`src/rtl/npb_pkg.sv`:
```
// ----------------------------------------------------------------------------
// npb_pkg
// Shared constants, codes and transfer types of the nibble-packed blitter.
// ----------------------------------------------------------------------------
package npb_pkg;

    localparam int ROW_WORDS   = 12;
    localparam int STORE_ROWS  = 32;
    localparam int STORE_WORDS = ROW_WORDS * STORE_ROWS;

    localparam int WORD_W      = 16;
    localparam int FUNC_W      = 2;
    localparam int HOST_ADDR_W = 9;
    localparam int CFG_IDX_W   = 2;
    localparam int CFG_DATA_W  = 6;

    localparam int WIDTH_W     = 6;
    localparam int HEIGHT_W    = 6;
    localparam int XPOS_W      = 6;
    localparam int YPOS_W      = 5;
    localparam int CARRY_W     = 12;
    localparam int SRC_W       = WORD_W + CARRY_W;
    localparam int ROW_W       = HEIGHT_W;
    localparam int K_W         = $clog2(((1 << WIDTH_W) - 1) / 4 + 3);

    localparam int WIDTH_RST   = 48;
    localparam int HEIGHT_RST  = 1;

    localparam int NUM_BANKS   = 2;
    localparam int BANK_DEPTH  = (STORE_WORDS + 1) / 2;
    localparam int IDX_W       = $clog2(BANK_DEPTH);

    localparam int ADDR_SPAN   = ((1 << YPOS_W) + (1 << HEIGHT_W)) * ROW_WORDS + 64;
    localparam int ADDR_W_GEO  = $clog2(ADDR_SPAN);
    localparam int ADDR_W_MIN  = (IDX_W > HOST_ADDR_W) ? IDX_W + 1 : HOST_ADDR_W + 1;
    localparam int ADDR_W      = (ADDR_W_GEO > ADDR_W_MIN) ? ADDR_W_GEO : ADDR_W_MIN;

    localparam int OUTQ_DEPTH  = 3;
    localparam int OUTQ_PTR_W  = $clog2(OUTQ_DEPTH);
    localparam int OUTQ_CNT_W  = $clog2(OUTQ_DEPTH + 1);

    typedef enum logic [FUNC_W-1:0] {
        FN_WRITE  = 2'd0,
        FN_READ   = 2'd1,
        FN_SOURCE = 2'd2,
        FN_START  = 2'd3
    } npb_func_t;

    typedef enum logic [CFG_IDX_W-1:0] {
        CFG_WIDTH  = 2'd0,
        CFG_HEIGHT = 2'd1,
        CFG_XPOS   = 2'd2,
        CFG_YPOS   = 2'd3
    } npb_cfg_idx_t;

    typedef struct packed {
        logic              en;
        logic              wr;
        logic [IDX_W-1:0]  idx;
        logic [WORD_W-1:0] mask;
        logic [WORD_W-1:0] val;
    } npb_bank_op_t;

    typedef struct packed {
        logic                         valid;
        logic                         rd_result;
        logic                         rd_ok;
        logic                         done_result;
        logic                         rd_bank;
        npb_bank_op_t [NUM_BANKS-1:0] bank;
    } npb_req_t;

    typedef struct packed {
        logic              valid;
        logic [WORD_W-1:0] read_data;
        logic              done;
    } npb_rsp_t;

endpackage

```
`src/rtl/npb_outq.sv`:
```
// ----------------------------------------------------------------------------
// npb_outq
// Three-entry result queue between the write-back stage and the rsp channel.
// ----------------------------------------------------------------------------
module npb_outq (
    input  logic                           clk,
    input  logic                           rst_n,
    input  npb_pkg::npb_rsp_t              push_item,
    output logic                           rsp_valid,
    input  logic                           rsp_stall,
    output logic [npb_pkg::WORD_W-1:0]     read_data,
    output logic                           blit_done,
    output logic [npb_pkg::OUTQ_CNT_W-1:0] count
);

    import npb_pkg::*;

    logic [WORD_W:0]         entry_reg [OUTQ_DEPTH];
    logic [OUTQ_PTR_W-1:0]   head_reg, head_next;
    logic [OUTQ_PTR_W-1:0]   tail_reg, tail_next;
    logic [OUTQ_CNT_W-1:0]   cnt_reg,  cnt_next;
    logic                    push;
    logic                    pop;

    always_comb
    begin
        push      = push_item.valid;
        pop       = (cnt_reg != '0) && !rsp_stall;
        head_next = head_reg;
        tail_next = tail_reg;
        if (pop)
        begin
            head_next = (head_reg == OUTQ_PTR_W'(OUTQ_DEPTH - 1)) ? '0
                      : head_reg + OUTQ_PTR_W'(1);
        end
        if (push)
        begin
            tail_next = (tail_reg == OUTQ_PTR_W'(OUTQ_DEPTH - 1)) ? '0
                      : tail_reg + OUTQ_PTR_W'(1);
        end
        cnt_next = cnt_reg + OUTQ_CNT_W'(push) - OUTQ_CNT_W'(pop);
    end

    always_ff @(posedge clk or negedge rst_n)
    begin
        if (!rst_n)
        begin
            head_reg <= '0;
            tail_reg <= '0;
            cnt_reg  <= '0;
        end
        else
        begin
            head_reg <= head_next;
            tail_reg <= tail_next;
            cnt_reg  <= cnt_next;
        end
    end

    always_ff @(posedge clk)
    begin
        if (push)
        begin
            entry_reg[tail_reg] <= {push_item.read_data, push_item.done};
        end
    end

    assign rsp_valid = (cnt_reg != '0);
    assign read_data = entry_reg[head_reg][WORD_W:1];
    assign blit_done = entry_reg[head_reg][0];
    assign count     = cnt_reg;

    a_no_overflow: assert property (@(posedge clk) disable iff (!rst_n)
        push |-> (cnt_reg < OUTQ_CNT_W'(OUTQ_DEPTH)))
        else $error("result queue overflow");

endmodule

```
`config.mk`:
```
export PLATFORM = sky130hd
export DESIGN_NAME = npb_outq
export DESIGN_NICKNAME = d
export VERILOG_FILES = /design/src/rtl/npb_pkg.sv /design/src/rtl/npb_outq.sv
export SDC_FILE = /design/constraint.sdc
export NUM_CORES = 1
export LEC_CHECK = 0
export ABC_AREA = 1
export BUFFER_PORTS_ARGS = -buffer_cell sky130_fd_sc_hd__buf_2
export CAP_MARGIN = 20
export CORE_MARGIN = 2
export CORE_UTILIZATION = 54
export DETAILED_ROUTE_END_ITERATION = 8
export GPL_TIMING_DRIVEN = 0
export HOLD_SLACK_MARGIN = 0.1
export PLACE_DENSITY = 0.75
export REMOVE_ABC_BUFFERS = 1
export SYNTH_ARGS = -nofsm -noshare
export SYNTH_HDL_FRONTEND = slang
export SYNTH_SLANG_ARGS = --single-unit
```
`constraint.sdc`:
```
create_clock -name clk -period 2.9 [get_ports clk]
set_input_delay 0.435 -clock clk [delete_from_list [all_inputs] [get_ports clk]]
set_output_delay 0.435 -clock clk [all_outputs]
set_load 0.02 [all_outputs]
```
* After elaboration in Yosys (flattened, before gate mapping)
Memories as Yosys holds them, arrays and structs flattened. Cells that the tools add are included.
Storage, ports and cells: bits in registers 6, bits in writable memories 51, bits of input ports 21, output and inout bits 20, word-level logic and storage cells 17, memories kept 1
Memories:
- entry_reg | words 3, bits a word 17, read ports 1, clocked after Yosys merged registers in 0, write ports 1, line npb_outq.sv:18 | logic [WORD_W:0] entry_reg [OUTQ_DEPTH];
Operators by class: add/sub/neg operators 4, equal/unequal tests 2, mux-type cells 4, reductions and logical operators 3
Operators by type and width (number):
- $add 2x1->2 const B | 2
- $eq 2x2->1 const B | 2
- $mux 2 | 2
- $add 2x1->2 | 1
- $mux 1 | 2
- $reduce_bool 2->1 | 1
- $sub 2x1->2 | 1
- $logic_and 1x1->1 | 1
- $logic_not 1->1 | 1

* Depth between registers and ports, before layout
Gate-level depths: netlist of the first run.
depth after elaboration 3, mapped depth 10, depth with buffers taken out 10

* Least setup slack after synthesis of the first run
OpenSTA, ideal clock, no wires.
kind in2reg, start input push_item[17] (netlist bit), end memory entry_reg[2][0] (netlist bit), enable pin, setup time 0.412 ns, data arrival time 1.656 ns, required time 2.488 ns, slack 0.831 ns, cell stages on the path 2, buffers on the path 0, cells stage by stage inv_1 -> nor3_1
Between the ends: cells in the longest elaborated chain, start to end 2
Ends and longest elaborated chain:
- from (decl) | line npb_outq.sv:8 | input npb_pkg::npb_rsp_t push_item,
- $mux 1 | line npb_outq.sv:62 | if (push)
- $mux 1 (implied by the code) | line npb_outq.sv:64 | entry_reg[tail_reg] <= {push_item.read_data, push_item.done};
- to (decl) | line npb_outq.sv:18
No other way between the ends.

* Final worst setup path of the first run
start register head_reg[1], end output read_data[2] (netlist bit)
Between the ends: cells in the longest elaborated chain, start to end 1
Ends and longest elaborated chain:
- from (decl) | line npb_outq.sv:19 | logic [OUTQ_PTR_W-1:0] head_reg, head_next;
- from (signal assigned) | line npb_outq.sv:54 | head_reg <= head_next;
- $mem_v2 3x17
- to (decl) | line npb_outq.sv:11 | output logic [npb_pkg::WORD_W-1:0] read_data,
No other way between the ends.

==> summary.md, run 1 <==
| Metric | Value |
|---|---|
| Clk network pwr share | 0.234 |
| #FFs+latches synth | 57 |
| CP Launch Type | flip-flop |
| Final Hold Fails | 0 |
| PortBufs | 40 |
| Slew @ Worst Pin | 0.997 ns |
| Core area | roughly 4100 um2 |
| Outcome | finished, final reports clean |
| Nets | around 240 |
| CTS tree | yes |
| Diodes inserted | 0 |
| Tot Pwr | just under 3 mW |
| Peak VDD IR | between 0.6 and 0.7 mV |
| Worst Setup End Kind | output port |
| # setup viols final | 0 |
| Setup Skew | roughly 0.0071 ns |
| Final Core Density | 0.661 |
| Layout area overhead | 17.0% |
| CP Data Arrival Time | 2.03 ns |
| FF-to-FF End | entry_reg[2][5] |
| Placed cells | 253 |
| Routability cong. | about 0.8 |
| Min Tclk post-route | roughly 2.5 ns |
| Sequential power share | 0.419 |
| GRT Total Usage | 0.190 |
| Syn Inst Count | around 170 |
| Syn avg cell area | around 14 um2 |
| Drt first pass iters | 4 |
| Initial Utilization | 0.565 |
| # IOs | 41 |
| Area after DPL | around 2500 um2 |
| Warnings from Yosys | 0 |
| DRC Markers | 0 |
| Die span in x | 69.2 um |
| Critical path class | flip-flop to output port |
| Die Span Y | ~69 um |
| Reg-to-Reg Start | tail_reg[0] |
| Period utilisation layout | 0.850 |
| Vias per cell | 5.26 |
| Post-Syn Area | between 2000 and 2500 um2 |
| Logic pwr share | 0.348 |
| Fraction of layout cells with a size suffix above 1 | 0.323 |
| Routed wire length | between 4 and 5 mm |
| Slew margin rel. | 0.332 |
| Largest net degree at the start of global routing | 22 |
| Die area | approximately 4800 um2 |
| Routed len/inst | 15.3 um |
| DRT iter0 DRCs | 93 |
| CTS Root Cell | clkbuf_8 |
| Internal power | between 1.5 and 2 mW |
| Fmax | slightly above 400 MHz |
| Vias in the first global route | approximately 1,500 |
| Max reg flops | between 50 and 60 |
| Sequential fraction of the synthesis area | 0.733 |
| RSZ-0062 raised after global routing | no |
| Antenna Nets Post-Route | 0 |
| Switching Fraction | 0.392 |
| Worst hold endpoint | entry_reg[2][7] |
| R2R setup slack | between 1 and 1.5 ns |
| Vias post-DR | between 1,000 and 1,500 |
| Clk slew on worst S/H paths | ~0.060 ns |
| Netlist cell types | 15 |
| Net Switching | between 1 and 1.5 mW |
| HP Class | input port to flip-flop |
| Fin cells | 270 |
| Pwr dens | roughly 1100 nW/um2 |
| Final setup TNS | 0 ns |
| Post-DP HPWL | between 2 and 3 mm |
| Hold wc startpoint | push_item[7] |
| Finished Cell Area | between 2000 and 3000 um2 |
| Initial antenna violation count | 0 |
| Leak pwr | between 1 and 1.5 nW |
| Worst-path fanout max | 21 |
| TritonCTS Buffers | 9 |
| Clk sink count | 57 |
| Max Cap Viol | 0 |
| Grt ovf | 0 |
| Worst-Skew Late Latency | roughly 0.33 ns |
| First-pass GRT wire length | about 6.7 mm |
| Critical Path RT | 2.47 ns |
| Num rows | 23 |
| CTS H-Tree Depth | 3 |
| Cells on worst reg2reg path | 2 |
| Hold path depth | 1 |
| Final-report max-slew violation count | 0 |
| Fillers | a little over 300 |
| Longest Clk Path Bufs | 2 |
==> layer usage <==
layer  wire length [um]  track usage  vias to the layer above
met4                 78       0.0959                        0
met3                229       0.0683                        9
li1                   -            -                      681
met2               2200        0.334                       53
met1               1620        0.200                      677
met5                  0            0                        -
==> cell usage after synthesis <==
master / instances / area, um2
edfxtp_1: 51 / 1530
nand2_1: 43 / 161
nand3_1: 29 / 145
inv_1: 13 / 48.8
nand3_2: 10 / 100
dfrtp_1: 6 / 150
buf_6: 4 / 45.0
buf_12: 2 / 40.0
ha_1: 2 / 25.0
nand2_2: 2 / 12.5
o21ai_0: 2 / 10.0
inv_2: 1 / 3.75
nor2_1: 1 / 3.75
nor2_4: 1 / 11.3
nor3_1: 1 / 5.00
==> power groups by stage <==
stage	logic [mW]	registers [mW]	clock network [mW]
after detailed placement	1.02	1.24	0
final	1.01	1.22	0.681
after floorplan	0.660	1.21	0
after CTS	1.02	1.22	0.693
after global placement	0.971	1.23	0
after global routing	1.12	1.24	0.739
==> final cells by class <==
type	count	area [um2]	area share
inverters	14	52.6	0.0196
flip-flops and latches	57	1680	0.627
repair buffers	42	221	0.0826
multi-input cells	91	479	0.179
clock buffers	9	124	0.0462
well taps	50	62.6	0.0233
clock inverters	7	61.3	0.0229
==> logic make-up after synthesis <==
family                   count (synthesis)  synth area share
AND/OR/NAND/NOR                         87             0.191
flip-flops                              57             0.733
buffers and inverters                   20            0.0600
AO/OA/AOI/OAI                            2           0.00436
adder cells (fa/ha/maj)                  2            0.0109
==> stage by stage <==
step / worst slack (ns) / hold slack [ns]
2_1_floorplan: 0.831 / 0.139
3_3_place_gp: -0.0344 / 0.259
3_5_place_dp: 0.773 / 0.268
4_1_cts: 0.408 / 0.297
5_1_grt: 0.282 / 0.300
6_report: 0.434 / 0.309
==> worst max-delay path: stages (launching register included) <==
cell     delay, ns
dfrtp_1       0.89
inv_2         0.37
nand3_1       0.17
nand3_1       0.10
buf_2         0.17
==> how the worst max path moves through the flow <==
stage,depth (start not counted),to,slack (ns),startpoint
after global routing,4,read_data[8],0.28,head_reg[1]
after CTS,4,read_data[2],0.41,head_reg[1]
after floorplan,2,entry_reg[2][0],0.83,push_item[17]
after global placement,3,entry_reg[2][7],-0.03,push_item[17]
final,4,read_data[2],0.43,head_reg[1]
after detailed placement,4,read_data[2],0.77,head_reg[1]
==> placed cells by master, fill, tap and decap left out, types with 2 or more instances in the layout <==
cell type,instances
edfxtp_1,51
o21ai_0,2
nand3_2,10
clkinv_2,4
nand3_1,29
nand2_1,43
ha_1,2
buf_2,40
clkbuf_8,9
dfrtp_1,6
inv_1,13
nand2_2,2
==> repair_timing <==
| item | in CTS | in global routing |
|---|---|---|
| setup buffers | 0 | 0 |
| gates resized for setup | 0 | 0 |
| endpoints found under the hold margin | 6 | 0 |
| hold buffers | 1 | 0 |
| setup endpoints to repair | 0 | 0 |
(Power assumes the default switching activity.)
==> run 2, diff against run 1 <==
Settings changed: CORE_UTILIZATION 54 to 55, CTS_BUF_LIST from default to sky130_fd_sc_hd__clkbuf_8, PLACE_DENSITY 0.75 to 0.76.
==> run 2 against run 1 <==
  * Combinational power is essentially flat
  * Total power is 2.7% higher
  * Fmax shrank 2.8%
  * Clock-buffer cell count is 3 higher
  * Sequential cell count is the same
  * Critical path depth is the same
  * First-iteration DRC count down 20%
  * Cell count unchanged
  * Highest routed layer unchanged
  * Global-route usage up 2.0 points
  * Clock skew is 0.00084 ns higher
  * Via count shrank 0.99%
  * Critical path type unchanged
==> summary.md, run 2 (synthesized netlist as in run 1, its figures left out) <==
| Metric | Value |
|---|---|
| Outcome | finished, final reports clean |
| DRC Markers | 0 |
| GRT Total Usage | 0.211 |
| Initial antenna violation count | 0 |
| Routed len/inst | 16.0 um |
| R2R setup slack | roughly 1.3 ns |
| TritonCTS Buffers | 9 |
| Die Span Y | just under 70 um |
| Peak VDD IR | ~0.67 mV |
| Worst setup endpoint | read_data[1] |
| Met2 GRT Util | 0.379 |
| Num rows | 23 |
| # IOs | between 40 and 50 |
| Grt ovf | 0 |
| Initial Utilization | 0.573 |
| RSZ-0062 raised after global routing | no |
| Reg-to-Reg Start | tail_reg[0] |
| CP peak stage delay | slightly above 0.9 ns |
| Slew margin rel. | 0.403 |
| Family with the most delay on the worst path | flip-flops |
| Critical Path Start | head_reg[1] |
| Post-DP HPWL | between 2 and 3 mm |
| Cts repair resizes | 0 |
| First-pass GRT wire length | between 6 and 7 mm |
| Antenna Nets Post-Route | 0 |
| Max reg flops | 51 |
| Area after DPL | between 2000 and 2500 um2 |
| Vias in the first global route | about 1,500 |
| Tot Pwr | between 2 and 3 mW |
| Clk sink count | 57 |
| CP Data Arrival Time | 2.10 ns |
| Worst-path fanout max | 21 |
| Worst Setup End Kind | output port |
| Longest Clk Path Bufs | 2 |
| Routability cong. | about 0.75 |
| Bufs and invs on worst path | 2 |
| DRT iter0 DRCs | 74 |
| Setup Skew | 0.00797 ns |
| Slew @ Worst Pin | between 0.8 and 0.9 ns |
| Final Core Density | 0.677 |
| Commonest non-fill, non-tap cells in the layout | edfxtp_1, nand2_1, buf_2 |
| Pwr dens | 1100 nW/um2 |
| GR peak layer | met2 |
| Finished Cell Area | 2710 um2 |
| Routed wire length | around 4.3 mm |
| PortBufs | 40 |
| CP cell instances | inv_2 > nand3_1 > nand3_1 > buf_2 |
| Max Cap Viol | 0 |
| Period utilisation layout | 0.875 |
| CP Launch Type | flip-flop |
| Drt first pass iters | 4 |
| Vias per cell | approximately 5.2 |
| Core area | approximately 4000 um2 |
| Largest net degree at the start of global routing | 22 |
| Commonest non-fill, non-tap cell in the layout | edfxtp_1 |
| CTS tree | yes |
| Cells on worst reg2reg path | 3 |
| Worst-Skew Late Latency | between 0.3 and 0.4 ns |
| Critical Path RT | around 2.5 ns |
| Final Hold Fails | 0 |
| Leak pwr | roughly 1.1 nW |
| HP Class | input port to flip-flop |
| Diodes inserted | 0 |
| Final-report max-slew violation count | 0 |
| FF-to-FF End | entry_reg[0][15] |
| Die area | 4700 um2 |
| Fmax | 394 MHz |
| Critical path class | flip-flop to output port |
| Nets | 238 |
| Final setup TNS | 0 ns |
| WP depth | 4 |
| Vias post-DR | 1,406 |
| Met3 Usage GRT | 0.0795 |
| Min Tclk post-route | ~2.5 ns |
| Final hold slack | 0.299 ns |
| Die span in x | slightly below 70 um |
| Most used cell, CP | nand3_1 |
| Grt met1 use | 0.214 |
| Layout area overhead | 18.1% |
| Fraction of layout cells with a size suffix above 1 | 0.318 |
| Critical path's slowest cell | dfrtp_1 |
| CTS Root Cell | clkbuf_8 |
| Clk slew on worst S/H paths | about 0.060 ns |
| CTS H-Tree Depth | 3 |
| # setup viols final | 0 |
==> run 2: cell count changes in the layout (fill, tap and decap cells not counted), sizes merged <==
cell,delta
clkinv,-4
clkbuf,+3
inv,+2
clkinvlp,-1
==> run 2: final cells by class <==
cell class	count	area (um2)
Clock buffer	12	165
Clock inverter	4	42.5
Tap cell	50	62.6
Fill cell	286	1290
Sequential cell	57	1680
Multi-Input combinational cell	91	479
Timing Repair Buffer	42	225
Inverter	14	52.6
==> run 2: worst min path at each step <==
stage	from	to	slack [ns]	cells after the start
3_3_place_gp	rst_n	count[0]	0.26	1
4_1_cts	push_item[4]	entry_reg[2][4]	0.29	1
6_report	push_item[2]	entry_reg[2][2]	0.30	1
3_5_place_dp	rst_n	count[0]	0.27	1
5_1_grt	push_item[10]	entry_reg[0][10]	0.29	1
2_1_floorplan	rst_n	count[0]	0.14	0
==> run 2: through the flow <==
step                      worst slack, ns  instances
after floorplan                     0.831        162
final                               0.363        270
after detailed placement            0.719        253
after CTS                           0.357        270
after global placement            -0.0545        252
after global routing                0.262        270
==> run 2: what timing repair did <==
item,in CTS,in global routing
endpoints found under the hold margin,6,0
buffers inserted,0,0
hold buffers,1,0
==> run 2: power breakdown <==
part / leakage (nW) / total, mW / internal, mW / switching, mW
clock: 0.115 / 0.748 / 0.459 / 0.289
combinational: 0.479 / 1.02 / 0.318 / 0.703
sequential: 0.545 / 1.22 / 1.07 / 0.154
==> run 2: layer usage <==
metal,wire (um),up-vias
met5,0,-
met4,104,0
met3,269,13
met2,2420,46
met1,1520,664
li1,-,683
==> run 2: worst reg2reg max path: stages, from the launching register on <==
cell	delay (ns)
dfrtp_1	0.41
inv_1	0.10
nand3_1	0.11
inv_1	0.60
