File: src/rtl/npb_pkg.sv
// ----------------------------------------------------------------------------
// npb_pkg
// Shared constants, codes and transfer types of the nibble-packed blitter.
// ----------------------------------------------------------------------------
package npb_pkg;

    localparam int ROW_WORDS   = 12;
    localparam int STORE_ROWS  = 32;
    localparam int STORE_WORDS = ROW_WORDS * STORE_ROWS;

    localparam int WORD_W      = 16;
    localparam int FUNC_W      = 2;
    localparam int HOST_ADDR_W = 9;
    localparam int CFG_IDX_W   = 2;
    localparam int CFG_DATA_W  = 6;

    localparam int WIDTH_W     = 6;
    localparam int HEIGHT_W    = 6;
    localparam int XPOS_W      = 6;
    localparam int YPOS_W      = 5;
    localparam int CARRY_W     = 12;
    localparam int SRC_W       = WORD_W + CARRY_W;
    localparam int ROW_W       = HEIGHT_W;
    localparam int K_W         = $clog2(((1 << WIDTH_W) - 1) / 4 + 3);

    localparam int WIDTH_RST   = 48;
    localparam int HEIGHT_RST  = 1;

    localparam int NUM_BANKS   = 2;
    localparam int BANK_DEPTH  = (STORE_WORDS + 1) / 2;
    localparam int IDX_W       = $clog2(BANK_DEPTH);

    localparam int ADDR_SPAN   = ((1 << YPOS_W) + (1 << HEIGHT_W)) * ROW_WORDS + 64;
    localparam int ADDR_W_GEO  = $clog2(ADDR_SPAN);
    localparam int ADDR_W_MIN  = (IDX_W > HOST_ADDR_W) ? IDX_W + 1 : HOST_ADDR_W + 1;
    localparam int ADDR_W      = (ADDR_W_GEO > ADDR_W_MIN) ? ADDR_W_GEO : ADDR_W_MIN;

    localparam int OUTQ_DEPTH  = 3;
    localparam int OUTQ_PTR_W  = $clog2(OUTQ_DEPTH);
    localparam int OUTQ_CNT_W  = $clog2(OUTQ_DEPTH + 1);

    typedef enum logic [FUNC_W-1:0] {
        FN_WRITE  = 2'd0,
        FN_READ   = 2'd1,
        FN_SOURCE = 2'd2,
        FN_START  = 2'd3
    } npb_func_t;

    typedef enum logic [CFG_IDX_W-1:0] {
        CFG_WIDTH  = 2'd0,
        CFG_HEIGHT = 2'd1,
        CFG_XPOS   = 2'd2,
        CFG_YPOS   = 2'd3
    } npb_cfg_idx_t;

    typedef struct packed {
        logic              en;
        logic              wr;
        logic [IDX_W-1:0]  idx;
        logic [WORD_W-1:0] mask;
        logic [WORD_W-1:0] val;
    } npb_bank_op_t;

    typedef struct packed {
        logic                         valid;
        logic                         rd_result;
        logic                         rd_ok;
        logic                         done_result;
        logic                         rd_bank;
        npb_bank_op_t [NUM_BANKS-1:0] bank;
    } npb_req_t;

    typedef struct packed {
        logic              valid;
        logic [WORD_W-1:0] read_data;
        logic              done;
    } npb_rsp_t;

endpackage

File: src/rtl/npb_ctrl.sv
// ----------------------------------------------------------------------------
// npb_ctrl
// Configuration registers, blit sequencer and store request generation.
// Each accepted item becomes one request for the even and odd store banks.
// ----------------------------------------------------------------------------
module npb_ctrl (
    input  logic                           clk,
    input  logic                           rst_n,
    input  logic                           cfg_valid,
    output logic                           cfg_ready,
    input  logic [npb_pkg::CFG_IDX_W-1:0]  cfg_index,
    input  logic [npb_pkg::CFG_DATA_W-1:0] cfg_data,
    input  logic                           req_accept,
    input  logic [npb_pkg::FUNC_W-1:0]     func,
    input  logic [npb_pkg::HOST_ADDR_W-1:0] word_addr,
    input  logic [npb_pkg::WORD_W-1:0]     word_data,
    output npb_pkg::npb_req_t              req
);

    import npb_pkg::*;

    logic [WIDTH_W-1:0]  width_reg;
    logic [HEIGHT_W-1:0] height_reg;
    logic [XPOS_W-1:0]   xpos_reg;
    logic [YPOS_W-1:0]   ypos_reg;

    logic                active_reg,      active_next;
    logic [ROW_W-1:0]    row_reg,         row_next;
    logic [K_W-1:0]      k_reg,           k_next;
    logic [CARRY_W-1:0]  carry_reg,       carry_next;
    logic [ADDR_W-1:0]   base_reg,        base_next;
    logic [HEIGHT_W-1:0] lat_height_reg,  lat_height_next;
    logic [1:0]          lat_shift_reg,   lat_shift_next;
    logic [WORD_W-1:0]   lat_first_reg,   lat_first_next;
    logic [WORD_W-1:0]   lat_keep_reg,    lat_keep_next;
    logic [K_W-1:0]      lat_last_reg,    lat_last_next;
    logic [K_W-1:0]      lat_count_reg,   lat_count_next;

    logic [1:0]          geo_r;
    logic [1:0]          geo_s;
    logic [K_W-1:0]      geo_n;
    logic [K_W-1:0]      geo_n2;
    logic [K_W-1:0]      geo_last;
    logic [K_W-1:0]      geo_count;
    logic [WORD_W-1:0]   geo_tail;
    logic [2*WORD_W-1:0] geo_wide;
    logic                geo_fits;
    logic [WORD_W-1:0]   geo_keep;
    logic [WORD_W-1:0]   geo_first;
    logic [ADDR_W-1:0]   geo_base;

    npb_func_t           func_code;
    logic [SRC_W-1:0]    src_wide;
    logic [WORD_W-1:0]   src_lo;
    logic [CARRY_W-1:0]  src_spill;
    logic [CARRY_W-1:0]  carry_step;
    logic                k_first;
    logic                k_at_last;
    logic                k_pre_last;
    logic                row_end;
    logic                blit_end;

    logic [ADDR_W-1:0]   x_addr;
    logic [ADDR_W-1:0]   y_addr;
    logic                x_ok;
    logic                y_ok;
    logic                x_act;
    logic                x_wr;
    logic [WORD_W-1:0]   x_mask;
    logic [WORD_W-1:0]   x_val;
    logic                y_act;
    logic [WORD_W-1:0]   y_mask;
    logic [WORD_W-1:0]   y_val;
    logic                rd_result;
    logic                done_result;

    assign cfg_ready = 1'b1;

    always_ff @(posedge clk or negedge rst_n)
    begin
        if (!rst_n)
        begin
            width_reg  <= WIDTH_W'(WIDTH_RST);
            height_reg <= HEIGHT_W'(HEIGHT_RST);
            xpos_reg   <= '0;
            ypos_reg   <= '0;
        end
        else if (cfg_valid && cfg_ready)
        begin
            unique case (npb_cfg_idx_t'(cfg_index))
                CFG_WIDTH:  width_reg  <= cfg_data[WIDTH_W-1:0];
                CFG_HEIGHT: height_reg <= cfg_data[HEIGHT_W-1:0];
                CFG_XPOS:   xpos_reg   <= cfg_data[XPOS_W-1:0];
                CFG_YPOS:   ypos_reg   <= cfg_data[YPOS_W-1:0];
            endcase
        end
    end

    // row geometry, latched at start
    always_comb
    begin
        geo_r     = width_reg[1:0];
        geo_s     = xpos_reg[1:0];
        geo_n     = K_W'(width_reg[WIDTH_W-1:2]) + K_W'(geo_r != 2'd0);
        geo_tail  = (geo_r == 2'd0) ? '0 : WORD_W'({WORD_W{1'b1}} << {geo_r, 2'b00});
        geo_wide  = {{WORD_W{1'b1}}, geo_tail} << {geo_s, 2'b00};
        geo_fits  = (geo_wide[2*WORD_W-1:WORD_W] == {WORD_W{1'b1}});
        geo_keep  = geo_fits ? geo_wide[WORD_W-1:0] : geo_wide[2*WORD_W-1:WORD_W];
        geo_first = ~(WORD_W'({WORD_W{1'b1}} << {geo_s, 2'b00}));
        geo_n2    = geo_n + K_W'(!geo_fits);
        geo_last  = (geo_n2 >= K_W'(2)) ? geo_n2 - K_W'(1) : K_W'(1);
        geo_count = geo_fits ? geo_last + K_W'(1) : geo_last;
        geo_base  = ADDR_W'(xpos_reg[XPOS_W-1:2])
                  + ADDR_W'(ypos_reg) * ADDR_W'(ROW_WORDS);
    end

    // source word position within the row
    always_comb
    begin
        func_code  = npb_func_t'(func);
        src_wide   = SRC_W'(word_data) << {lat_shift_reg, 2'b00};
        src_lo     = src_wide[WORD_W-1:0];
        src_spill  = src_wide[SRC_W-1:WORD_W];
        k_first    = (k_reg == '0);
        k_at_last  = (k_reg >= lat_last_reg);
        k_pre_last = ((k_reg + K_W'(1)) == lat_last_reg);
        row_end    = ((k_reg + K_W'(1)) >= lat_count_reg);
        blit_end   = row_end
                   && (({1'b0, row_reg} + (ROW_W + 1)'(1)) >= {1'b0, lat_height_reg});
        carry_step = k_at_last ? carry_reg : src_spill;
        if (func_code == FN_SOURCE)
        begin
            x_addr = base_reg + ADDR_W'(k_at_last ? lat_last_reg : k_reg);
        end
        else
        begin
            x_addr = ADDR_W'(word_addr);
        end
        y_addr = x_addr + ADDR_W'(1);
        x_ok   = (x_addr < ADDR_W'(STORE_WORDS));
        y_ok   = (y_addr < ADDR_W'(STORE_WORDS));
    end

    // store operations of the item
    always_comb
    begin
        x_act       = 1'b0;
        x_wr        = 1'b0;
        x_mask      = '0;
        x_val       = '0;
        y_act       = 1'b0;
        y_mask      = lat_keep_reg;
        y_val       = WORD_W'(carry_step);
        rd_result   = 1'b0;
        done_result = 1'b0;
        unique case (func_code)
            FN_WRITE:
            begin
                x_act = 1'b1;
                x_wr  = 1'b1;
                x_val = word_data;
            end
            FN_READ:
            begin
                x_act     = 1'b1;
                rd_result = 1'b1;
            end
            FN_SOURCE:
            begin
                if (active_reg)
                begin
                    x_act = 1'b1;
                    x_wr  = 1'b1;
                    if (k_first)
                    begin
                        x_mask = lat_first_reg;
                        x_val  = src_lo;
                    end
                    else if (!k_at_last)
                    begin
                        x_mask = '0;
                        x_val  = WORD_W'(carry_reg) | src_lo;
                    end
                    else
                    begin
                        x_mask = '1;
                        x_val  = src_lo;
                    end
                    y_act       = k_pre_last;
                    done_result = blit_end;
                end
            end
            FN_START:
            begin
            end
        endcase
    end

    always_comb
    begin
        req             = '0;
        req.valid       = req_accept;
        req.rd_result   = req_accept && rd_result;
        req.rd_ok       = x_ok;
        req.done_result = req_accept && done_result;
        req.rd_bank     = x_addr[0];
        for (int b = 0; b < NUM_BANKS; b++)
        begin
            if (x_addr[0] == 1'(b))
            begin
                req.bank[b].en   = req_accept && x_act && x_ok;
                req.bank[b].wr   = x_wr;
                req.bank[b].idx  = x_addr[IDX_W:1];
                req.bank[b].mask = x_mask;
                req.bank[b].val  = x_val;
            end
            else
            begin
                req.bank[b].en   = req_accept && y_act && y_ok;
                req.bank[b].wr   = 1'b1;
                req.bank[b].idx  = y_addr[IDX_W:1];
                req.bank[b].mask = y_mask;
                req.bank[b].val  = y_val;
            end
        end
    end

    always_comb
    begin
        active_next     = active_reg;
        row_next        = row_reg;
        k_next          = k_reg;
        carry_next      = carry_reg;
        base_next       = base_reg;
        lat_height_next = lat_height_reg;
        lat_shift_next  = lat_shift_reg;
        lat_first_next  = lat_first_reg;
        lat_keep_next   = lat_keep_reg;
        lat_last_next   = lat_last_reg;
        lat_count_next  = lat_count_reg;
        if (req_accept)
        begin
            if (func_code == FN_SOURCE && active_reg)
            begin
                if (row_end)
                begin
                    k_next     = '0;
                    carry_next = '0;
                    row_next   = row_reg + ROW_W'(1);
                    base_next  = base_reg + ADDR_W'(ROW_WORDS);
                    if (blit_end)
                    begin
                        active_next = 1'b0;
                    end
                end
                else
                begin
                    k_next     = k_reg + K_W'(1);
                    carry_next = carry_step;
                end
            end
            else if (func_code == FN_START)
            begin
                active_next     = (height_reg != '0);
                row_next        = '0;
                k_next          = '0;
                carry_next      = '0;
                base_next       = geo_base;
                lat_height_next = height_reg;
                lat_shift_next  = geo_s;
                lat_first_next  = geo_first;
                lat_keep_next   = geo_keep;
                lat_last_next   = geo_last;
                lat_count_next  = geo_count;
            end
        end
    end

    always_ff @(posedge clk or negedge rst_n)
    begin
        if (!rst_n)
        begin
            active_reg     <= 1'b0;
            row_reg        <= '0;
            k_reg          <= '0;
            carry_reg      <= '0;
            base_reg       <= '0;
            lat_height_reg <= '0;
            lat_shift_reg  <= '0;
            lat_first_reg  <= '0;
            lat_keep_reg   <= '0;
            lat_last_reg   <= '0;
            lat_count_reg  <= '0;
        end
        else
        begin
            active_reg     <= active_next;
            row_reg        <= row_next;
            k_reg          <= k_next;
            carry_reg      <= carry_next;
            base_reg       <= base_next;
            lat_height_reg <= lat_height_next;
            lat_shift_reg  <= lat_shift_next;
            lat_first_reg  <= lat_first_next;
            lat_keep_reg   <= lat_keep_next;
            lat_last_reg   <= lat_last_next;
            lat_count_reg  <= lat_count_next;
        end
    end

    a_k_in_row: assert property (@(posedge clk) disable iff (!rst_n)
        active_reg |-> (k_reg < lat_count_reg))
        else $error("word position past end of row");

    a_idle_clear: assert property (@(posedge clk) disable iff (!rst_n)
        !active_reg |-> (k_reg == '0 && carry_reg == '0))
        else $error("row state left behind while idle");

endmodule

File: config.mk
export PLATFORM = sky130hd
export DESIGN_NAME = npb_ctrl
export DESIGN_NICKNAME = d
export VERILOG_FILES = /design/src/rtl/npb_pkg.sv /design/src/rtl/npb_ctrl.sv
export SDC_FILE = /design/constraint.sdc
export NUM_CORES = 1
export LEC_CHECK = 0
export BUFFER_PORTS_ARGS = -buffer_cell sky130_fd_sc_hd__buf_2
export CAP_MARGIN = 20
export CELL_PAD_IN_SITES_DETAIL_PLACEMENT = 2
export CELL_PAD_IN_SITES_GLOBAL_PLACEMENT = 2
export CORE_MARGIN = 4
export CORE_UTILIZATION = 33
export DETAILED_ROUTE_END_ITERATION = 6
export PLACE_DENSITY_LB_ADDON = 0.1
export SLEW_MARGIN = 0
export SYNTH_ARGS = -nofsm -noshare
export SYNTH_HDL_FRONTEND = slang
export SYNTH_SLANG_ARGS = --single-unit
File: constraint.sdc
create_clock -name clk -period 6.78 [get_ports clk]
set_input_delay 1.356 -clock clk [delete_from_list [all_inputs] [get_ports clk]]
set_output_delay 1.356 -clock clk [all_outputs]
set_load 0.01 [all_outputs]
== Yosys cells after proc, flatten, opt, wreduce, memory -nomap -nowiden ==
Cells that the tools add are included.

* Logic and storage cells: 116
* Output and inout port bits: 90
* Flip-flop bits (word level): 108
* Input port bits: 39

* Shift operators: 4
* Multiply operators: 1
* Reductions and logical operators: 25
* Eq/ne operators: 10
* Add/sub/neg operators: 11
* Multiplexer cells: 41
* Bitwise logic cells: 3
* Order comparisons: 6

{| class="wikitable"
|+ Operators by type and width
! cell !! count
|-
| 16-bit 2-to-1 mux || 9
|-
| 42-bit 2-to-1 mux || 2
|-
| 12-bit 2-to-1 mux || 4
|-
| 11-bit 2-to-1 mux || 4
|-
| 16-bit one-hot mux with 2 select lines || 1
|-
| 16-bit by 4-bit << shifter with 16-bit output (first input constant) || 2
|-
| 32-bit by 4-bit << shifter with 32-bit output || 1
|-
| 5-bit 2-to-1 mux || 6
|-
| 16-bit by 4-bit << shifter with 28-bit output || 1
|-
| 11-bit by 9-bit less-than comparator with 1-bit output (second input constant) || 2
|-
| 6-bit 2-to-1 mux || 3
|-
| 16-bit equality test (second input constant) || 1
|-
| 16-bit inverter || 1
|-
| 12-bit by 16-bit OR with 16-bit output || 1
|-
| 11-bit by 1-bit adder with 11-bit output (second input constant) || 1
|-
| 11-bit by 4-bit adder with 11-bit output (second input constant) || 1
|-
| 11-bit by 5-bit adder with 11-bit output || 1
|-
| 4-bit by 9-bit adder with 10-bit output || 1
|-
| 5-bit by 1-bit adder with 5-bit output (second input constant) || 2
|-
| 5-bit >= comparator || 2
|-
| 1-bit 2-to-1 mux || 10
|-
| 2-bit AND reduction || 5
|-
| 2-bit equality test (second input constant) || 4
|-
| 1-bit logical AND || 8
|-
| other kinds (21) || 28
|}

== Longest topological paths before layout ==
Gate-level depths: netlist (run 1).

* Depth in word-level cells: 10
* Depth in mapped cells: 20
* Mapped depth without buffers: 19

== Worst setup path before layout (run 1) ==
OpenSTA, ideal clock, no wires.

* Kind: register to output
* Start point: register k_reg[0]
* End point: output req[41] in the netlist's numbering
* Arrival time: 4.633 ns
* Stages on the path, launching flop included: 21
* Slack: 0.791 ns
* Required time: 5.424 ns
* Path buffers: 1
* Cells stage by stage: dfrtp_1 -> inv_1 -> ha_1 -> nand2b_1 -> a21o_1 -> a21o_1 -> a21o_1 -> a21oi_1 -> buf_2 -> mux2_2 -> ha_1 -> inv_1 -> fa_1 -> o21ai_0 -> ha_1 -> nor2b_1 -> nand4_1 -> nand3b_2 -> xnor2_1 -> a211o_1 -> o21ai_1

{| class="wikitable"
|+ RTL lines
! item !! line !! RTL
|-
| start: declaration || npb_ctrl.sv:29 || <nowiki>logic [K_W-1:0] k_reg, k_next;</nowiki>
|-
| start signal: assignment || npb_ctrl.sv:299 || <nowiki>k_reg <= k_next;</nowiki>
|-
| end: declaration || npb_ctrl.sv:17 || <nowiki>output npb_pkg::npb_req_t req</nowiki>
|}

==> flow_summary.yaml, run 1 <==
floorplanning:
  num_rows: 52
  dieArea_mm2: 0.02334
  die_w_um: 152.8
  start_util: 0.3385
  die_y_um: 152.8
  core_mm2: 0.02043
  ioPinCount: 129
synthesis:
  yosys_warnings: 0
  ys_types: 67
  synth_cells: 839
  synth.area.mux_share: 0.07690
  yosysMostFrequentCell: "nand2_1"
  synth_top_family_by_area: "simple AND/OR/NAND/NOR gates"
  ys_ff_latch: 82
  syn_area_mm2: 0.006915
  synth_xor_area_frac: 0.05193
  synth_ff_type: "dfrtp_1"
  async_flop_share: 1.000
  synth_compound_area_frac: 0.2026
  synthTopCellsByCount: "nand2_1, dfrtp_1, o21ai_0"
  yosysSeqAreaShare: 0.2973
  synth-edff-count: 0
  synthAdderAreaFrac: 0.08757
  syn_avg_cell_area_um2: 8.242
  synthDominantCellAreaShare: 0.2859
  yosys.area_share.simple: 0.2081
  synth_nets: 924
  synth.area.top_cells: "dfrtp_1, ha_1, nand2_1"
  yosysTopAreaCell: "dfrtp_1"
setup_path:
  max_stage_delay_ps: 440
  worstPathMaxFanout: 7
  crit_slowest_cell: "fa_1"
  worstSetupPathType: "reg2out"
  critical_path.cell_chain: "inv_1 -> ha_1 -> nand2b_1 -> a21o_1 -> a21o_1 -> a21o_1 -> a21oi_2 -> mux2_2 -> ha_1 -> inv_1 -> fa_1 -> o21ai_1 -> ha_1 -> nor2b_2 -> nand4_1 -> nand3b_2 -> xnor2_1 -> a211o_1 -> o21ai_1 -> buf_2"
  critPathCaptureType: "output pin"
  startpoint_type: "flop"
  arrival_ps: 5080
  worstPathRequired_ps: 5420
sta:
  min_period_ps: 6435
  hold_violations: 0
  hold-worst-slack_ps: 487.7
  final_max_slew_viol_count: 0
  tns_ps: 0
  relSlewSlack: 0.3013
  clock_skew_ps: 8.942
  worst_slew_pin_slew_ps: 1046
  min_period_over_period: 0.9491
  rsz0062_at_grt: "false"
  setup_viol: 0
  fmax_ghz: 0.1554
drt:
  wl_um: 24380
  ant_nets: 0
  drc: 0
  wire_per_inst_um: 20.34
  drtIter0Drc: 273
  routed_via_density: 5.453
  drt_first_pass_iters: 4
  vias: 6538
clock_network:
  path_clk_slew_ps: 60
  worstSkewPairLatency_ps: 350
  htree_levels: 3
  cts_resized: 0
  cts_hold_buf: 0
  cts_setup_buffers: 0
  cts_tree: "done"
  numCtsBuffers: 9
  cts_root_buffer: "clkbuf_16"
  clock_sinks: 82
  clockBufferDepth: 2
pwr:
  ir_worst_vdd_mv: 0.1375
  p_clk_frac: 0.192
  power_density_mw_per_mm2: 324.6
  p_comb_frac: 0.525
  p_sw_mw: 1.163
  p_leak_nw: 3.774
  pwr-share-seq: 0.283
  p_sw_frac: 0.4507
  p_int_mw: 1.418
finish:
  drive_gt1_frac: 0.2282
  largest_reg_flops: 12
  nFillCells: 2389
  antenna_cells: 0
  fin_cells: 1199
  fin_nets: 1009
  syn_to_final_growth_pct: 14.96
grt:
  antenna_found_initial: 0
  grt_pass1_wl_um: 40240
  overflow: 0
  grt_pass1_vias: 7130
  grt_max_degree: 62
  track_usage: 0.2098
status:
  status: "finished clean"
job:
  cap_violations: 0
placed_design:
  dpl.hpwl_um: 18980
  gp_congestion: 0.8567
  port_buffers: 127
  placedCellCount: 1182
worst_hold_path:
  hold_class: "reg2reg"
-- cell type report --
| type | instances | area [µm²] | share of cell area |
|---|---|---|---|
| Sequential cell | 82 | 2057 | 0.2587 |
| Timing Repair Buffer | 140 | 759.5 | 0.09553 |
| Multi-Input combinational cell | 651 | 4347 | 0.5467 |
| Inverter | 40 | 150.1 | 0.01889 |
| Tap cell | 270 | 337.8 | 0.04249 |
| Clock inverter | 4 | 32.53 | 0.004092 |
| Clock buffer | 12 | 266.5 | 0.03352 |
-- critical path, delay by kind of cell (launching register included) --
family	cells	cell delay, ps
AO/OA/AOI/OAI	7	1460
adder cells (fa/ha/maj)	4	1210
AND/OR/NAND/NOR	4	790
flip-flops	1	420
multiplexers	1	390
buffers and inverters	3	320
XOR/XNOR	1	150
-- per-stage QoR --
step           total power [mW]  cell area (µm²)    util  worst slack (ps)
4_1_cts                   2.602             7915  0.3874             123.3
6_report                  2.581             7950  0.3891             345.1
5_1_grt                   2.807             7950  0.3891             42.34
3_5_place_dp              2.082             7616  0.3728             500.5
3_3_place_gp              1.997             7616  0.3728             812.0
2_1_floorplan             1.670             6915       -             791.5
-- power groups by stage --
stage,clock network (mW),logic [mW],registers (mW)
finish,0.496,1.35,0.730
global route,0.531,1.52,0.752
CTS,0.511,1.36,0.731
detailed placement,0,1.34,0.739
global placement,0,1.27,0.727
floorplan,0,1.00,0.665
-- cell usage in the layout, fill, tap and decap left out, types with 5 or more instances in the layout --
cell / instances
a31oi_1: 5
buf_4: 12
o31ai_1: 7
nand3_1: 28
nand2_1: 121
dfrtp_1: 78
nor2b_1: 7
a21o_1: 12
nand2b_1: 13
and3_1: 7
a21oi_1: 51
mux2_2: 28
a22o_1: 5
xnor2_1: 18
inv_1: 40
ha_1: 42
o22ai_1: 14
o211ai_1: 8
o21ai_1: 12
a211o_1: 9
o21ai_0: 66
a211oi_1: 8
clkbuf_16: 9
xor2_1: 23
mux2i_1: 18
nor2_1: 55
and2_1: 9
buf_2: 126
-- cell families (layout without fill, tap and decap cells) --
logic type / after synthesis / count (layout)
and+or+nand+nor: 291 / 291
DFF: 82 / 82
buffers and inverters: 106 / 196
adders and majority gates: 46 / 46
xor gates and xnor gates: 41 / 41
AOI/OAI and AO/OA: 223 / 223
other: 1 / 1
muxes: 49 / 49
-- final timing paths --
kind	from	end	slack (ps)	cells after the start
max in group asynchronous	rst_n	k_reg[0]$_DFFE_PN0P_	4690	2
hold reg to reg	lat_first_reg[11]$_DFFE_PN0P_	lat_first_reg[11]$_DFFE_PN0P_	490	2
setup reg to reg	width_reg[0]$_DFFE_PN0P_	lat_count_reg[1]$_DFFE_PN0P_	3030	14
setup / recovery	k_reg[0]$_DFFE_PN0P_	req[41]	350	20
hold / removal	lat_first_reg[11]$_DFFE_PN0P_	lat_first_reg[11]$_DFFE_PN0P_	490	2
min in group asynchronous	rst_n	row_reg[1]$_DFFE_PN0P_	900	1
-- metal layers --
| metal | track usage | vias to the layer above | part of all wire |
|---|---|---|---|
| met5 | 0 | - | 0 |
| li1 | - | 3099 | - |
| met3 | 0.02471 | 20 | 0.034 |
| met4 | 0.04412 | 0 | 0.011 |
| met2 | 0.3619 | 111 | 0.50 |
| met1 | 0.2843 | 3308 | 0.46 |
No activity file was read; power rests on OpenSTA's default activity.
==> run 2, diff against run 1 <==
--- a/config.mk
+++ b/config.mk
@@ -10,7 +10,7 @@
 export CELL_PAD_IN_SITES_DETAIL_PLACEMENT = 2
 export CELL_PAD_IN_SITES_GLOBAL_PLACEMENT = 2
 export CORE_MARGIN = 4
-export CORE_UTILIZATION = 33
+export CORE_UTILIZATION = 30
 export DETAILED_ROUTE_END_ITERATION = 6
 export PLACE_DENSITY_LB_ADDON = 0.1
 export SLEW_MARGIN = 0
==> constraint.sdc (replaced) <==
create_clock -name clk -period 5.81 [get_ports clk]
set_input_delay 1.162 -clock clk [delete_from_list [all_inputs] [get_ports clk]]
set_output_delay 1.162 -clock clk [all_outputs]
set_load 0.01 [all_outputs]
==> run 2 against run 1 <==
Compared with the run above: hold slack got worse by 21 ps; clock power increased by 16%; clock skew increased by 1.0 ps; critical path depth unchanged; sequential power increased by 16%; total power increased by 22%; first-iteration DRC count decreased by 20%; combinational power increased by 29%; final area increased by 3.6%; via count increased by 1.7%; register-to-register slack got worse by 890 ps; sequential share of layout area decreased by 0.91 points; largest cell class unchanged.
==> flow_summary.yaml, run 2 (synthesized netlist as in run 1, its figures left out) <==
status:
  status: "finished clean"
pwr:
  power_density_mw_per_mm2: 383.5
  p_total_mw: 3.158
  p_leak_nw: 3.922
  ir_worst_vdd_mv: 0.1477
clock_network:
  cts_tree: "done"
  htree_levels: 3
  cts_root_buffer: "clkbuf_16"
  clockBufferDepth: 2
  clock_sinks: 82
  worstSkewPairLatency_ps: 360
  path_clk_slew_ps: 70
  numCtsBuffers: 9
placed_design:
  gp_congestion: 0.8087
  dpl.hpwl_um: 18970
  port_buffers: 127
  post_dp_cell_area_mm2: 0.007657
  placedCellCount: 1200
drt:
  vias: 6649
  drtIter0Drc: 219
  ant_nets: 0
  drc: 0
  routed_via_density: 5.379
  wire_per_inst_um: 20.12
  drt_first_pass_iters: 4
  wl_um: 24870
sta:
  fmax_ghz: 0.1729
  min_period_over_period: 0.9953
  clock_skew_ps: 9.948
  setup_viol: 0
  rsz0062_at_grt: "true"
  hold_violations: 0
  worst_slew_pin_slew_ps: 1078
  min_period_ps: 5783
  relSlewSlack: 0.2800
  final_max_slew_viol_count: 0
floorplanning:
  die_y_um: 159.8
  start_util: 0.3054
  num_rows: 55
  die_w_um: 159.8
  dieArea_mm2: 0.02554
  ioPinCount: 129
  core_mm2: 0.02264
setup_path:
  startpoint_type: "flop"
  worstPathRequired_ps: 4650
  worstPathMaxFanout: 3
  critPathCaptureType: "output pin"
  worstSetupPathType: "reg2out"
  startpoint: "k_reg[0]$_DFFE_PN0P_"
  arrival_ps: 4620
  timing.rr.start: "width_reg[0]$_DFFE_PN0P_"
finish:
  layout_commonest_cell: "buf_2"
  fin_cells: 1236
  largest_reg_flops: 12
  final_area_mm2: 0.008235
  nFillCells: 2597
  drive_gt1_frac: 0.2597
  antenna_cells: 0
  layout_common_cells: "buf_2, nand2_1, dfrtp_1, o21ai_0, nor2_1"
  syn_to_final_growth_pct: 19.09
  fin_nets: 1031
worst_hold_path:
  min-delay-start: "lat_first_reg[11]$_DFFE_PN0P_"
  hold_class: "reg2reg"
grt:
  grtUsageMet2: 0.3398
  grt_max_degree: 60
  grt_use_met3: 0.03123
  grt_pass1_wl_um: 40110
  antenna_found_initial: 0
  track_usage: 0.1911
  overflow: 0
  grt_pass1_vias: 7358
  grt.busiest_layer: "met2"
  use_met1: 0.2432
job:
  cap_violations: 0
[run 2: path summary, 6_finish.rpt]
path,cells after the start,to,slack [ps]
setup / recovery,20,req[83],30
hold / removal,2,lat_first_reg[11]$_DFFE_PN0P_,470
setup reg to reg,17,lat_count_reg[4]$_DFFE_PN0P_,2140
hold reg to reg,2,lat_first_reg[11]$_DFFE_PN0P_,470
max in group asynchronous,2,lat_keep_reg[3]$_DFFE_PN0P_,3960
min in group asynchronous,1,base_reg[10]$_DFFE_PN0P_,700
[run 2: stage by stage]
step	utilization	setup WS, ps	TNS, ps	hold WS, ps
global placement	0.3382	155.0	0	447.7
global route	0.3637	-227.5	-436.0	485.7
detailed placement	0.3382	-32.30	-50.14	460.3
finish	0.3637	27.12	0	466.3
floorplan	-	15.46	0	433.1
CTS	0.3574	-39.31	-63.41	475.9
[run 2: timing repair]
item,CTS,global route
pin swaps,16,14
resized for setup,20,6
endpoints found under the setup margin,4,4
hold buffers,0,0
setup buffers,8,10
cloned,0,1
endpoints found under the hold margin,0,0
[run 2: area by class of cell]
class                   count  area (µm²)  area share
clock inverters             7       60.06    0.007293
inverters                  40       150.1     0.01823
well taps                 285       356.6     0.04330
flip-flops and latches     82        2056      0.2496
repair buffers            162       930.9      0.1130
clock buffers               9       225.2     0.02735
multi-input cells         651        4457      0.5412
[run 2: power breakdown]
group	total (mW)	internal (mW)	switching (mW)
Combinational	1.74	0.746	0.994
Sequential	0.844	0.694	0.150
Clock	0.573	0.298	0.275
Total	3.16	1.74	1.42
[run 2: critical path, stage by stage (launching register included)]
cell       delay [ps]
dfrtp_1           400
inv_2              80
ha_4              200
nand2b_4          130
a21o_1            150
a21o_1            160
a21o_1            220
a21oi_4           230
mux2_4            340
ha_4              170
inv_2              40
fa_1              440
nor4bb_2          300
a31oi_1           100
a211oi_2          260
nand4_4           150
nor4b_4           290
a2bb2oi_2          90
a211o_1           250
o21ai_1           120
buf_2             150
[run 2: metal layers]
metal,share of wire,wire [µm]
met2,0.50,12390
met5,0,0
met1,0.45,11250
met4,0.014,354
met3,0.036,885
==> run 3, diff against run 2 <==
--- a/config.mk
+++ b/config.mk
@@ -13,6 +13,7 @@
 export CORE_UTILIZATION = 30
 export DETAILED_ROUTE_END_ITERATION = 6
 export PLACE_DENSITY_LB_ADDON = 0.1
+export REMOVE_ABC_BUFFERS = 1
 export SLEW_MARGIN = 0
 export SYNTH_ARGS = -nofsm -noshare
 export SYNTH_HDL_FRONTEND = slang
==> run 3 against run 2 <==
Compared with the run above: worst setup slack got worse by 68 ps; final area fell by 0.96%; largest power group unchanged; register-to-register slack barely moved; cell count is 0.57% lower; critical path depth unchanged; highest routed layer unchanged; total power decreased by 1.8%; clock skew is 2.0 ps higher; via count is 0.89% lower; largest cell class unchanged; the run now ends with negative setup slack left; clock power decreased by 5.1%; flip-flop and latch count did not move; first-iteration DRC count shrank 2.3%.
==> flow_summary.yaml, run 3 (synthesized netlist as in run 1, its figures left out) <==
status:
  status: "complete, but fails checks"
  violations: "negative setup slack"
sta:
  final_max_slew_viol_count: 0
  setup_slack_ps: -40.72
  min_period_over_period: 1.007
  clock_skew_ps: 12.00
  setup_viol: 2
  min_period_ps: 5851
  worst_slew_pin_slew_ps: 984.4
  hold_violations: 0
  rsz0062_at_grt: "true"
  relSlewSlack: 0.3438
  fmax_ghz: 0.1709
job:
  cap_violations: 0
worst_hold_path:
  hold_class: "reg2reg"
  min-delay-start: "xpos_reg[2]$_DFFE_PN0P_"
  worstHoldPathCells: 2
  holdPathEnd: "base_reg[0]$_DFFE_PN0P_"
floorplanning:
  ioPinCount: 129
  start_util: 0.3054
  die_w_um: 159.8
  die_y_um: 159.8
  core_mm2: 0.02264
  num_rows: 55
  dieArea_mm2: 0.02554
clock_network:
  worstSkewPairLatency_ps: 350
  clockBufferDepth: 2
  htree_levels: 3
  path_clk_slew_ps: 60
  clock_sinks: 82
  cts_root_buffer: "clkbuf_16"
  numCtsBuffers: 9
  cts_tree: "done"
setup_path:
  crit_slowest_cell: "fa_1"
  worstPathMaxFanout: 3
  worstSetupPathType: "reg2out"
  timing.rr.end: "lat_count_reg[4]$_DFFE_PN0P_"
  crit_top_cell: "a21o_1"
  arrival_ps: 4690
  timing.rr.start: "width_reg[0]$_DFFE_PN0P_"
  critPathCaptureType: "output pin"
  reg2reg_slack_ps: 2140
  critical_path.cell_chain: "inv_2 -> ha_4 -> nand2b_4 -> a21o_1 -> a21o_1 -> a21o_1 -> a21oi_4 -> mux2_4 -> ha_4 -> inv_2 -> fa_1 -> nor4bb_1 -> a31oi_1 -> a211oi_2 -> nand4_4 -> nor4b_4 -> a2bb2oi_2 -> a211o_1 -> o21ai_1 -> buf_2"
  startpoint_type: "flop"
  worstPathRequired_ps: 4650
  max_stage_delay_ps: 440
  reg2reg_depth: 16
drt:
  wire_per_inst_um: 19.98
  routed_via_density: 5.362
  ant_nets: 0
  drc: 0
  drt_first_pass_iters: 4
  wl_um: 24550
  vias: 6590
  drtIter0Drc: 214
finish:
  antenna_cells: 0
  layout_common_cells: "buf_2, nand2_1, dfrtp_1, o21ai_0, nor2_1"
  syn_to_final_growth_pct: 17.95
  layout_commonest_cell: "buf_2"
  largest_reg_flops: 12
  fin_nets: 1024
  drive_gt1_frac: 0.2521
  final_area_mm2: 0.008157
  nFillCells: 2617
  fin_cells: 1229
placed_design:
  post_dp_cell_area_mm2: 0.007665
  placedCellCount: 1201
  dpl.hpwl_um: 19180
  gp_congestion: 0.8442
  port_buffers: 127
grt:
  grt_pass1_vias: 7294
  antenna_found_initial: 0
  grt_pass1_wl_um: 40190
  use_met1: 0.2511
  grtUsageMet2: 0.3371
  grt_max_degree: 46
  grt_use_met3: 0.02658
  overflow: 0
  track_usage: 0.1902
  grt.busiest_layer: "met2"
pwr:
  power_density_mw_per_mm2: 380.3
  ir_worst_vdd_mv: 0.1530
  p_leak_nw: 3.889
## run 3: final cells by class
class | count | area [µm²] | area share
Tap cell | 285 | 356.6 | 0.04372
Multi-Input combinational cell | 651 | 4438 | 0.5441
Clock buffer | 9 | 225.2 | 0.02761
Timing Repair Buffer | 155 | 879.6 | 0.1078
Inverter | 40 | 150.1 | 0.01841
Sequential cell | 82 | 2057 | 0.2522
Clock inverter | 7 | 50.05 | 0.006136
## run 3: critical path: cells and delay by family (launching register included)
family / cells / cell delay (ps)
simple gates: 4 / 860
compound gates: 9 / 1660
flops: 1 / 390
mux: 1 / 340
fa+ha+maj: 3 / 800
buf+inv: 3 / 280
## run 3: metrics by stage
stage,setup slack [ps],utilization,hold slack [ps],power [mW],setup TNS [ps]
finish,-40.72,0.3603,490.6,3.102,-74.36
detailed placement,-105.5,0.3385,463.3,2.438,-205.4
floorplan,-1026,-,433.1,1.863,-33840
CTS,-78.06,0.3562,498.8,3.070,-136.6
global placement,158.9,0.3382,452.4,2.350,0
global route,-272.4,0.3603,521.0,3.372,-553.8
## run 3: worst max-delay path by stage
stage | start | end | slack, ps
2_1_floorplan | k_reg[0]$_DFFE_PN0P_ | req[58] | -1030
4_1_cts | lat_last_reg[0]$_DFFE_PN0P_ | req[83] | -80
5_1_grt | k_reg[0]$_DFFE_PN0P_ | req[41] | -270
3_3_place_gp | k_reg[0]$_DFFE_PN0P_ | req[41] | 160
3_5_place_dp | k_reg[0]$_DFFE_PN0P_ | req[83] | -110
6_report | k_reg[0]$_DFFE_PN0P_ | req[83] | -40
## run 3: timing repair
| action | CTS | global route |
|---|---|---|
| cloned | 0 | 1 |
| setup buffers | 5 | 5 |
| pin swaps | 14 | 11 |
| hold buffers | 0 | 0 |
| endpoints found under the hold margin | 0 | 0 |
| resized for setup | 20 | 4 |
| setup endpoints to repair | 4 | 4 |
## run 3: per-layer routing
layer  vias up  wire length, µm
met4         0              209
met1      3331            11340
met3        14              847
li1       3146                -
met2        99            12160
met5         -                0
## run 3: power breakdown
| group | internal [mW] | leakage [nW] | switching, mW | total (mW) |
|---|---|---|---|---|
| logic | 0.725 | 2.71 | 0.986 | 1.71 |
| clock network | 0.294 | 0.141 | 0.250 | 0.544 |
| registers | 0.694 | 1.04 | 0.153 | 0.847 |
